## src/hdl/mtet_pkg.sv

```systemverilog
`timescale 1ns / 1ps
package mtet_pkg;

    localparam int MODE_W           = 2;
    localparam int ANGLE_W          = 13;
    localparam int SPEED_W          = 16;
    localparam int CURRENT_W        = 16;
    localparam int PRESET_W         = 48;
    localparam int POS_W            = 31;
    localparam int DIST_W           = 48;
    localparam int INV_GEAR_W       = 17;
    localparam int DIST_PER_COUNT_W = 24;
    localparam int CFG_INDEX_W      = 2;
    localparam int CFG_DATA_W       = 24;
    localparam int COUNT_W          = 3;

    localparam int DEF_COUNTS_PER_TURN = 8192;
    localparam int DEF_STARTUP_FRAMES  = 6;

    localparam logic [INV_GEAR_W-1:0]       INV_GEAR_RESET       = 17'h10000;
    localparam logic [DIST_PER_COUNT_W-1:0] DIST_PER_COUNT_RESET = 24'h010000;
    localparam logic [COUNT_W-1:0]          COUNT_MAX            = '1;

    localparam logic [MODE_W-1:0] MODE_FRAME    = 2'd0;
    localparam logic [MODE_W-1:0] MODE_SET_POS  = 2'd1;
    localparam logic [MODE_W-1:0] MODE_SET_DIST = 2'd2;

    localparam logic [CFG_INDEX_W-1:0] REG_TRACK_EN       = 2'd0;
    localparam logic [CFG_INDEX_W-1:0] REG_INV_GEAR       = 2'd1;
    localparam logic [CFG_INDEX_W-1:0] REG_DIST_PER_COUNT = 2'd2;

    typedef enum logic [1:0] {
        OP_REPORT,
        OP_TRACK,
        OP_SET_POS,
        OP_SET_DIST
    } mtet_op_kind_t;

    // one classified item handed from the front end to the back end
    typedef struct packed {
        mtet_op_kind_t                op;
        logic                         clr;
        logic                         startup;
        logic signed [POS_W-1:0]      pos_inc;
        logic signed [DIST_W-1:0]     dist_inc;
        logic signed [PRESET_W-1:0]   preset;
        logic signed [SPEED_W-1:0]    speed;
        logic signed [CURRENT_W-1:0]  current;
    } mtet_op_t;

    typedef struct packed {
        logic signed [POS_W-1:0]      position;
        logic signed [DIST_W-1:0]     distance;
        logic signed [SPEED_W-1:0]    speed;
        logic signed [CURRENT_W-1:0]  current;
        logic                         startup;
    } mtet_res_t;

endpackage

```

## src/hdl/mtet_fifo.sv

```systemverilog
`timescale 1ns / 1ps
module mtet_fifo #(
    parameter int WIDTH = 8,
    parameter int DEPTH = 2
) (
    input  logic             clk,
    input  logic             rst_n,
    input  logic             push,
    input  logic [WIDTH-1:0] wdata,
    output logic             full,
    input  logic             pop,
    output logic [WIDTH-1:0] rdata,
    output logic             empty
);

    localparam int PTR_W = (DEPTH > 1) ? $clog2(DEPTH) : 1;
    localparam int CNT_W = $clog2(DEPTH + 1);

    logic [WIDTH-1:0] mem_reg [DEPTH];
    logic [PTR_W-1:0] wr_ptr_reg, wr_ptr_next;
    logic [PTR_W-1:0] rd_ptr_reg, rd_ptr_next;
    logic [CNT_W-1:0] count_reg, count_next;
    logic             do_push, do_pop;

    assign full    = (count_reg == CNT_W'(DEPTH));
    assign empty   = (count_reg == '0);
    assign do_push = push && !full;
    assign do_pop  = pop && !empty;
    assign rdata   = mem_reg[rd_ptr_reg];

    always_comb
    begin
        wr_ptr_next = wr_ptr_reg;
        rd_ptr_next = rd_ptr_reg;
        count_next  = count_reg;
        if (do_push)
        begin
            wr_ptr_next = (wr_ptr_reg == PTR_W'(DEPTH - 1)) ? '0 : wr_ptr_reg + 1'b1;
        end
        if (do_pop)
        begin
            rd_ptr_next = (rd_ptr_reg == PTR_W'(DEPTH - 1)) ? '0 : rd_ptr_reg + 1'b1;
        end
        if (do_push && !do_pop)
        begin
            count_next = count_reg + 1'b1;
        end
        else if (do_pop && !do_push)
        begin
            count_next = count_reg - 1'b1;
        end
    end

    always_ff @(posedge clk or negedge rst_n)
    begin
        if (!rst_n)
        begin
            wr_ptr_reg <= '0;
            rd_ptr_reg <= '0;
            count_reg  <= '0;
        end
        else
        begin
            wr_ptr_reg <= wr_ptr_next;
            rd_ptr_reg <= rd_ptr_next;
            count_reg  <= count_next;
        end
    end

    always_ff @(posedge clk)
    begin
        if (do_push)
        begin
            mem_reg[wr_ptr_reg] <= wdata;
        end
    end

endmodule

```

## src/hdl/mtet_front.sv

```systemverilog
`timescale 1ns / 1ps
module mtet_front
    import mtet_pkg::*;
#(
    parameter int COUNTS_PER_TURN = DEF_COUNTS_PER_TURN,
    parameter int STARTUP_FRAMES  = DEF_STARTUP_FRAMES
) (
    input  logic                        clk,
    input  logic                        rst_n,
    input  logic                        cfg_valid,
    output logic                        cfg_ready,
    input  logic [CFG_INDEX_W-1:0]      cfg_index,
    input  logic [CFG_DATA_W-1:0]       cfg_data,
    input  logic                        push,
    input  logic [MODE_W-1:0]           mode,
    input  logic [ANGLE_W-1:0]          angle_raw,
    input  logic signed [SPEED_W-1:0]   speed_rpm,
    input  logic signed [CURRENT_W-1:0] current_raw,
    input  logic signed [PRESET_W-1:0]  preset_value,
    input  logic                        q_full,
    output logic                        q_push,
    output mtet_op_t                    q_entry
);

    localparam int DW    = $clog2(COUNTS_PER_TURN + (1 << ANGLE_W)) + 1;
    localparam int CMP_W = $clog2(5 * COUNTS_PER_TURN + 6 * (1 << ANGLE_W)) + 1;
    localparam logic [CMP_W-1:0] LO_ZONE = CMP_W'(COUNTS_PER_TURN);
    localparam logic [CMP_W-1:0] HI_ZONE = CMP_W'(5 * COUNTS_PER_TURN);
    localparam logic signed [DW-1:0] TURN_D = DW'(COUNTS_PER_TURN);

    logic                        track_en_reg;
    logic [INV_GEAR_W-1:0]       inv_gear_reg;
    logic [DIST_PER_COUNT_W-1:0] dist_per_count_reg;
    logic [ANGLE_W-1:0]          prev_angle_reg, prev_angle_next;
    logic                        startup_flag_reg, startup_flag_next;
    logic [COUNT_W-1:0]          startup_count_reg, startup_count_next;

    logic                        accept;
    logic                        fire;
    logic [CMP_W-1:0]            now6, last6;
    logic signed [DW-1:0]        now_d, last_d, delta;
    logic signed [DW+17:0]       prod_pos;
    logic signed [DW+24:0]       prod_dist;

    assign cfg_ready = 1'b1;
    assign accept    = push && !q_full;
    assign q_push    = accept;

    // zone rule: top sixth versus bottom sixth of a turn means the angle wrapped
    always_comb
    begin
        now6   = CMP_W'(angle_raw) * CMP_W'(6);
        last6  = CMP_W'(prev_angle_reg) * CMP_W'(6);
        now_d  = DW'(angle_raw);
        last_d = DW'(prev_angle_reg);
        priority if (now6 > HI_ZONE && last6 < LO_ZONE)
        begin
            delta = now_d - last_d - TURN_D;
        end
        else if (now6 < LO_ZONE && last6 > HI_ZONE)
        begin
            delta = now_d - last_d + TURN_D;
        end
        else
        begin
            delta = now_d - last_d;
        end
        prod_pos  = (DW+18)'(delta) * (DW+18)'($signed({1'b0, inv_gear_reg}));
        prod_dist = (DW+25)'(delta) * (DW+25)'($signed({1'b0, dist_per_count_reg}));
    end

    always_comb
    begin
        prev_angle_next    = prev_angle_reg;
        startup_flag_next  = startup_flag_reg;
        startup_count_next = startup_count_reg;
        fire               = 1'b0;

        q_entry          = '0;
        q_entry.op       = OP_REPORT;
        q_entry.pos_inc  = POS_W'(prod_pos);
        q_entry.dist_inc = DIST_W'(prod_dist);
        q_entry.preset   = preset_value;

        unique case (mode)
            MODE_FRAME:
            begin
                q_entry.speed   = speed_rpm;
                q_entry.current = current_raw;
                if (track_en_reg)
                begin
                    q_entry.op      = OP_TRACK;
                    prev_angle_next = angle_raw;
                    if (startup_flag_reg)
                    begin
                        fire = (startup_count_reg >= COUNT_W'(STARTUP_FRAMES));
                        if (startup_count_reg != COUNT_MAX)
                        begin
                            startup_count_next = startup_count_reg + 1'b1;
                        end
                        if (fire)
                        begin
                            startup_flag_next = 1'b0;
                        end
                    end
                end
            end
            MODE_SET_POS:
            begin
                q_entry.op = OP_SET_POS;
            end
            MODE_SET_DIST:
            begin
                q_entry.op = OP_SET_DIST;
            end
            default:
            begin
                q_entry.op = OP_REPORT;
            end
        endcase

        q_entry.clr     = fire;
        q_entry.startup = startup_flag_next;
    end

    always_ff @(posedge clk or negedge rst_n)
    begin
        if (!rst_n)
        begin
            track_en_reg       <= 1'b1;
            inv_gear_reg       <= INV_GEAR_RESET;
            dist_per_count_reg <= DIST_PER_COUNT_RESET;
            prev_angle_reg     <= '0;
            startup_flag_reg   <= 1'b1;
            startup_count_reg  <= '0;
        end
        else
        begin
            if (cfg_valid && cfg_ready)
            begin
                unique case (cfg_index)
                    REG_TRACK_EN:       track_en_reg       <= cfg_data[0];
                    REG_INV_GEAR:       inv_gear_reg       <= cfg_data[INV_GEAR_W-1:0];
                    REG_DIST_PER_COUNT: dist_per_count_reg <= cfg_data;
                    default:            ;
                endcase
            end
            if (accept)
            begin
                prev_angle_reg    <= prev_angle_next;
                startup_flag_reg  <= startup_flag_next;
                startup_count_reg <= startup_count_next;
            end
        end
    end

endmodule

```

## src/hdl/mtet_back.sv

```systemverilog
`timescale 1ns / 1ps
module mtet_back
    import mtet_pkg::*;
#(
    parameter int COUNTS_PER_TURN = DEF_COUNTS_PER_TURN
) (
    input  logic      clk,
    input  logic      rst_n,
    input  logic      q_empty,
    input  mtet_op_t  q_entry,
    output logic      q_pop,
    input  logic      out_full,
    output logic      out_push,
    output mtet_res_t out_res
);

    localparam int FOLD_RAW = $clog2(COUNTS_PER_TURN) + 18;
    localparam int FOLD_W   = (FOLD_RAW > POS_W) ? FOLD_RAW : POS_W;
    localparam logic signed [FOLD_W-1:0] HALF_F =
        FOLD_W'(longint'(COUNTS_PER_TURN) * 32768);
    localparam logic signed [FOLD_W-1:0] NEG_HALF_F = -HALF_F;
    localparam logic signed [POS_W-1:0] TURN_P =
        POS_W'(longint'(COUNTS_PER_TURN) * 65536);

    logic signed [POS_W-1:0]  pos_reg, pos_next;
    logic signed [DIST_W-1:0] dist_reg, dist_next;
    logic signed [POS_W-1:0]  pos_base, pos_fold;
    logic signed [DIST_W-1:0] dist_base;
    logic signed [FOLD_W-1:0] pos_ext;
    logic                     go;

    assign go       = !q_empty && !out_full;
    assign q_pop    = go;
    assign out_push = go;

    always_comb
    begin
        pos_base  = q_entry.clr ? '0 : pos_reg;
        dist_base = q_entry.clr ? '0 : dist_reg;
        pos_ext   = FOLD_W'(pos_base);
        // fold into one turn centered on zero before the delta goes in
        priority if (pos_ext >= HALF_F)
        begin
            pos_fold = pos_base - TURN_P;
        end
        else if (pos_ext < NEG_HALF_F)
        begin
            pos_fold = pos_base + TURN_P;
        end
        else
        begin
            pos_fold = pos_base;
        end

        pos_next  = pos_reg;
        dist_next = dist_reg;
        unique case (q_entry.op)
            OP_TRACK:
            begin
                pos_next  = pos_fold + q_entry.pos_inc;
                dist_next = dist_base + q_entry.dist_inc;
            end
            OP_SET_POS:
            begin
                pos_next = POS_W'(q_entry.preset);
            end
            OP_SET_DIST:
            begin
                dist_next = q_entry.preset;
            end
            OP_REPORT:
            begin
                pos_next = pos_reg;
            end
        endcase

        out_res.position = pos_next;
        out_res.distance = dist_next;
        out_res.speed    = q_entry.speed;
        out_res.current  = q_entry.current;
        out_res.startup  = q_entry.startup;
    end

    always_ff @(posedge clk or negedge rst_n)
    begin
        if (!rst_n)
        begin
            pos_reg  <= '0;
            dist_reg <= '0;
        end
        else if (go)
        begin
            pos_reg  <= pos_next;
            dist_reg <= dist_next;
        end
    end

    a_set_dist: assert property (@(posedge clk) disable iff (!rst_n)
        go && q_entry.op == OP_SET_DIST |=> dist_reg == $past(q_entry.preset))
        else $error("distance preset not taken");

    a_hold: assert property (@(posedge clk) disable iff (!rst_n)
        !go |=> $stable(pos_reg) && $stable(dist_reg))
        else $error("accumulators moved without a transaction");

    a_clear: assert property (@(posedge clk) disable iff (!rst_n)
        go && q_entry.op == OP_TRACK && q_entry.clr
        |=> pos_reg == $past(q_entry.pos_inc) && dist_reg == $past(q_entry.dist_inc))
        else $error("startup clear did not restart accumulators");

endmodule

```

## src/hdl/multi_turn_encoder_tracker_core.sv

```systemverilog
// path: an accepted transaction is registered in the op queue, then applied by the back-end update and
// registered in the result queue, which drives the result ports; a full result queue stalls the back end
// throughput: one item per cycle while the result queue is not full, set by the accumulate in the back end
// full rises only when the two-entry op queue backs up behind an unpopped result queue
// reset (rst_n low, asynchronous) empties both queues, zeroes position, distance and the
// last angle, arms the startup clear and restores the register defaults
`timescale 1ns / 1ps
module multi_turn_encoder_tracker_core
    import mtet_pkg::*;
#(
    parameter int COUNTS_PER_TURN = DEF_COUNTS_PER_TURN,
    parameter int STARTUP_FRAMES  = DEF_STARTUP_FRAMES
) (
    input  logic                        clk,
    input  logic                        rst_n,
    input  logic                        cfg_valid,
    output logic                        cfg_ready,
    input  logic [CFG_INDEX_W-1:0]      cfg_index,
    input  logic [CFG_DATA_W-1:0]       cfg_data,
    input  logic                        push,
    output logic                        full,
    input  logic [MODE_W-1:0]           mode,
    input  logic [ANGLE_W-1:0]          angle_raw,
    input  logic signed [SPEED_W-1:0]   speed_rpm,
    input  logic signed [CURRENT_W-1:0] current_raw,
    input  logic signed [PRESET_W-1:0]  preset_value,
    output logic                        empty,
    input  logic                        pop,
    output logic signed [POS_W-1:0]     position_q16,
    output logic signed [DIST_W-1:0]    distance_q16,
    output logic signed [SPEED_W-1:0]   speed_out,
    output logic signed [CURRENT_W-1:0] current_out,
    output logic                        startup_active
);

    logic      op_push, op_full, op_pop, op_empty;
    mtet_op_t  op_wr, op_rd;
    logic      res_push, res_full;
    mtet_res_t res_wr, res_rd;

    assign full = op_full;

    mtet_front #(
        .COUNTS_PER_TURN (COUNTS_PER_TURN),
        .STARTUP_FRAMES  (STARTUP_FRAMES)
    ) u_front (
        .clk          (clk),
        .rst_n        (rst_n),
        .cfg_valid    (cfg_valid),
        .cfg_ready    (cfg_ready),
        .cfg_index    (cfg_index),
        .cfg_data     (cfg_data),
        .push         (push),
        .mode         (mode),
        .angle_raw    (angle_raw),
        .speed_rpm    (speed_rpm),
        .current_raw  (current_raw),
        .preset_value (preset_value),
        .q_full       (op_full),
        .q_push       (op_push),
        .q_entry      (op_wr)
    );

    mtet_fifo #(
        .WIDTH ($bits(mtet_op_t)),
        .DEPTH (2)
    ) u_op_q (
        .clk   (clk),
        .rst_n (rst_n),
        .push  (op_push),
        .wdata (op_wr),
        .full  (op_full),
        .pop   (op_pop),
        .rdata (op_rd),
        .empty (op_empty)
    );

    mtet_back #(
        .COUNTS_PER_TURN (COUNTS_PER_TURN)
    ) u_back (
        .clk      (clk),
        .rst_n    (rst_n),
        .q_empty  (op_empty),
        .q_entry  (op_rd),
        .q_pop    (op_pop),
        .out_full (res_full),
        .out_push (res_push),
        .out_res  (res_wr)
    );

    mtet_fifo #(
        .WIDTH ($bits(mtet_res_t)),
        .DEPTH (2)
    ) u_res_q (
        .clk   (clk),
        .rst_n (rst_n),
        .push  (res_push),
        .wdata (res_wr),
        .full  (res_full),
        .pop   (pop),
        .rdata (res_rd),
        .empty (empty)
    );

    assign position_q16   = res_rd.position;
    assign distance_q16   = res_rd.distance;
    assign speed_out      = res_rd.speed;
    assign current_out    = res_rd.current;
    assign startup_active = res_rd.startup;

endmodule

```

## config.mk

```make
export PLATFORM = sky130hd
export DESIGN_NAME = multi_turn_encoder_tracker_core
export DESIGN_NICKNAME = d
export VERILOG_FILES = /design/src/hdl/mtet_pkg.sv /design/src/hdl/mtet_fifo.sv /design/src/hdl/mtet_front.sv /design/src/hdl/mtet_back.sv /design/src/hdl/multi_turn_encoder_tracker_core.sv
export SDC_FILE = /design/constraint.sdc
export NUM_CORES = 2
export LEC_CHECK = 0
export BUFFER_PORTS_ARGS = -buffer_cell sky130_fd_sc_hd__buf_4
export CORE_MARGIN = 3
export CORE_UTILIZATION = 55
export CTS_CLUSTER_SIZE = 14
export DETAILED_ROUTE_END_ITERATION = 10
export PLACE_DENSITY_LB_ADDON = 0.25
export SKIP_CTS_REPAIR_TIMING = 1
export SYNTH_ARGS = -nofsm -noshare
export SYNTH_HDL_FRONTEND = slang
export SYNTH_HIERARCHICAL = 1
export SYNTH_SLANG_ARGS = --single-unit
```

## constraint.sdc

```tcl
create_clock -name clk -period 11.5 [get_ports clk]
set_input_delay 1.15 -clock clk [delete_from_list [all_inputs] [get_ports clk]]
set_output_delay 1.15 -clock clk [all_outputs]
set_load 0.01 [all_outputs]
```

==> flow_metrics.env <==
export IMPL_die_area_mm2=0.105
export IMPL_numCtsBuffers=77
export IMPL_status="complete, no violations"
export IMPL_htree_levels=3
export IMPL_ys_types=96
export IMPL_synth_top_area_share_pct=29.8
export IMPL_antenna_found_initial=3
export IMPL_root_buffer="clkbuf_16"
export IMPL_nFillCells=7990
export IMPL_largest_register_ffs=326
export IMPL_io_pins=241
export IMPL_yosys_register_bits=696
export IMPL_maxCapViolCount=0
export IMPL_vias=36800
export IMPL_area_growth_pct=8.41
export IMPL_grt_pass1_wl_mm=213
export IMPL_crit_top_cell="fa_1"
export IMPL_cp_slowest_cell="xnor2_1"
export IMPL_r2r_cells=32
export IMPL_rows=115
export IMPL_ff_latch_area_mm2=0.0202
export IMPL_synth_common_cells="630 x inv_1, 573 x nand2_1, 550 x edfxtp_1, 484 x fa_1, 364 x ha_1"
export IMPL_cts_tree="yes"
export IMPL_final_cells=6424
export IMPL_viasPerCell=5.72
export IMPL_multiInputGateArea_mm2=0.0312
export IMPL_grt_pass1_vias=37800
export IMPL_nNetsFinal=6047
export IMPL_placed_cells=6281
export IMPL_hold_class="primary input to async pin"
export IMPL_crit_type="flip-flop to flip-flop"
export IMPL_rsz0062_at_grt="false"
export IMPL_initial_core_util_pct=55.9
export IMPL_synth_edf_count=550
export IMPL_hpwl_mm=103
export IMPL_die_w_um=324
export IMPL_ys_warn_count=6
export IMPL_critical_path_required_ns=11.77
export IMPL_max_stage_delay_ns=0.90
export IMPL_fin_setup_tns_ns=0
export IMPL_wl_per_cell_um=21.0
export IMPL_cp_start_kind="flip-flop"
export IMPL_fmax_mhz=98.7
export IMPL_crit_cells=32
export IMPL_grt_max_degree=134
export IMPL_synth_most_common_cell="inv_1"
export IMPL_detail_route_first_pass_iterations=6
export IMPL_clk_insertion_delay_late_ns=0.65
export IMPL_synth_area_leader_cell="edfxtp_1"
export IMPL_synth_top_flop_cell="edfxtp_1"
export IMPL_portBuffers=239
export IMPL_syn_area_mm2=0.0555
export IMPL_drc_errors=0
export IMPL_yosys_top_cells_area="edfxtp_1 30%, fa_1 17%, ha_1 8.2%"
export IMPL_gp_congestion=0.920
export IMPL_drt_iter0_markers=2728
export IMPL_fp_dieH_um=324
export IMPL_fin_crit_ns=10.13
export IMPL_tightest_slew_ns=1.21
export IMPL_cts_clk_slew_worst_paths_ns=0.06
export IMPL_final_max_slew_violation_count=0
export IMPL_fin_skew_ns=0.0293
export IMPL_critPathArrivalTime_ns=10.40
export IMPL_syn_area_per_cell_um2=11.1
export IMPL_cp_max_fo=26
export IMPL_core_mm2=0.0991
export IMPL_synthesis_instances=5017
export IMPL_overflow=0
export IMPL_syn_nets=5991
export IMPL_detail_route_antenna_nets=0
export IMPL_synthArstFlopShare_pct=21.0
export IMPL_relSlewSlack_pct=19.3
export IMPL_grt_usage_pct=26.2
export IMPL_post_route_period_util_pct=88.1
export IMPL_cts_buffer_depth=3
export IMPL_synth_seq_area_share_pct=36.4
export IMPL_final_setup_viol_count=0
export IMPL_drive_gt1_share_pct=16.4
export IMPL_routed_wl_mm=135
export IMPL_hold_viol=0
export IMPL_crit_family="adder cells"
export IMPL_cp_end_kind="flip-flop"
export IMPL_crit_buf_inv=3
export IMPL_cts_sinks=696
-- placed cells by master (no fill, tap or decap), types with 10 or more instances in the layout --
cell / netlist / routed
buf_4: 97 / 286
clkinv_2: 0 / 10
nor2_1: 149 / 145
inv_1: 630 / 630
and2_1: 256 / 256
nand3_1: 40 / 40
a21o_1: 97 / 97
clkbuf_1: 161 / 12
or3_1: 14 / 14
ha_1: 364 / 361
nand2b_1: 46 / 46
o21ai_0: 149 / 148
nor4_1: 15 / 15
o21bai_1: 20 / 20
fa_1: 484 / 484
nand2_1: 573 / 573
mux2i_1: 19 / 19
nor2b_1: 101 / 101
o2111ai_1: 10 / 10
o21a_1: 24 / 24
o211ai_1: 21 / 21
a211oi_1: 25 / 25
nor3_1: 23 / 23
xnor2_1: 107 / 99
nand4_1: 20 / 20
xor2_1: 57 / 55
a22o_1: 16 / 16
a31oi_1: 21 / 21
a21oi_1: 147 / 147
mux2_4: 70 / 70
a22oi_1: 55 / 55
clkinv_1: 0 / 13
mux2_2: 277 / 277
edfxtp_1: 550 / 550
clkbuf_16: 0 / 77
and3_1: 16 / 14
dfrtp_1: 142 / 140
or2_2: 34 / 34
-- metrics by stage --
stage	instance area [um^2]	hold slack, ns	worst slack [ns]	utilization, %
after floorplan	55500	0.461	2.32	-
after global placement	57500	0.480	0.994	58.0
after detailed placement	57500	0.488	0.703	58.0
after CTS	60100	0.412	1.29	60.6
after global routing	60100	0.444	0.652	60.6
final	60100	0.437	1.37	60.6
-- path summary, 6_finish.rpt --
check | from | endpoint | slack, ns
max | u_front/prev_angle_reg[1] | u_op_q/mem_reg[1][121] | 1.37
min | rst_n | u_front/dist_per_count_reg[20] | 0.44
max reg2reg | u_front/prev_angle_reg[1] | u_op_q/mem_reg[1][121] | 1.37
min reg2reg | u_front/startup_flag_reg | u_front/startup_flag_reg | 0.50
max in group asynchronous | rst_n | u_op_q/rd_ptr_reg | 9.02
min in group clk | u_front/startup_flag_reg | u_front/startup_flag_reg | 0.50
-- routing by layer --
| layer | routed length, um | up-vias | global-route usage [%] | part of all wire [%] |
|---|---|---|---|---|
| met5 | 0 | - | 0 | 0 |
| met4 | 3560 | 0 | 7.12 | 2.6 |
| met3 | 10200 | 180 | 5.32 | 7.6 |
| met1 | 59300 | 18400 | 36.7 | 44 |
| li1 | - | 16800 | - | - |
| met2 | 61900 | 1324 | 41.7 | 46 |
-- cell type report --
class | instances | share of cell area [%]
flip-flops and latches | 696 | 33.6
clock buffers | 91 | 3.33
multi-input cells | 3380 | 51.9
repair buffers | 288 | 3.62
well taps | 1287 | 2.68
inverters | 630 | 3.93
diodes | 1 | 0.00416
clock inverters | 51 | 1.00
-- cell families after synthesis --
family	Yosys count	synth area share, %
simple gates	1305	11.4
buf+inv	941	7.65
fa+ha+maj	848	25.7
flops	696	36.4
compound gates	695	8.39
mux	367	7.90
xor+xnor	164	2.59
other cells	1	0.00676
Power is left out: the tool's default activity adds up to more than one toggle a clock period on the data nets, which glitch-free logic cannot reach.
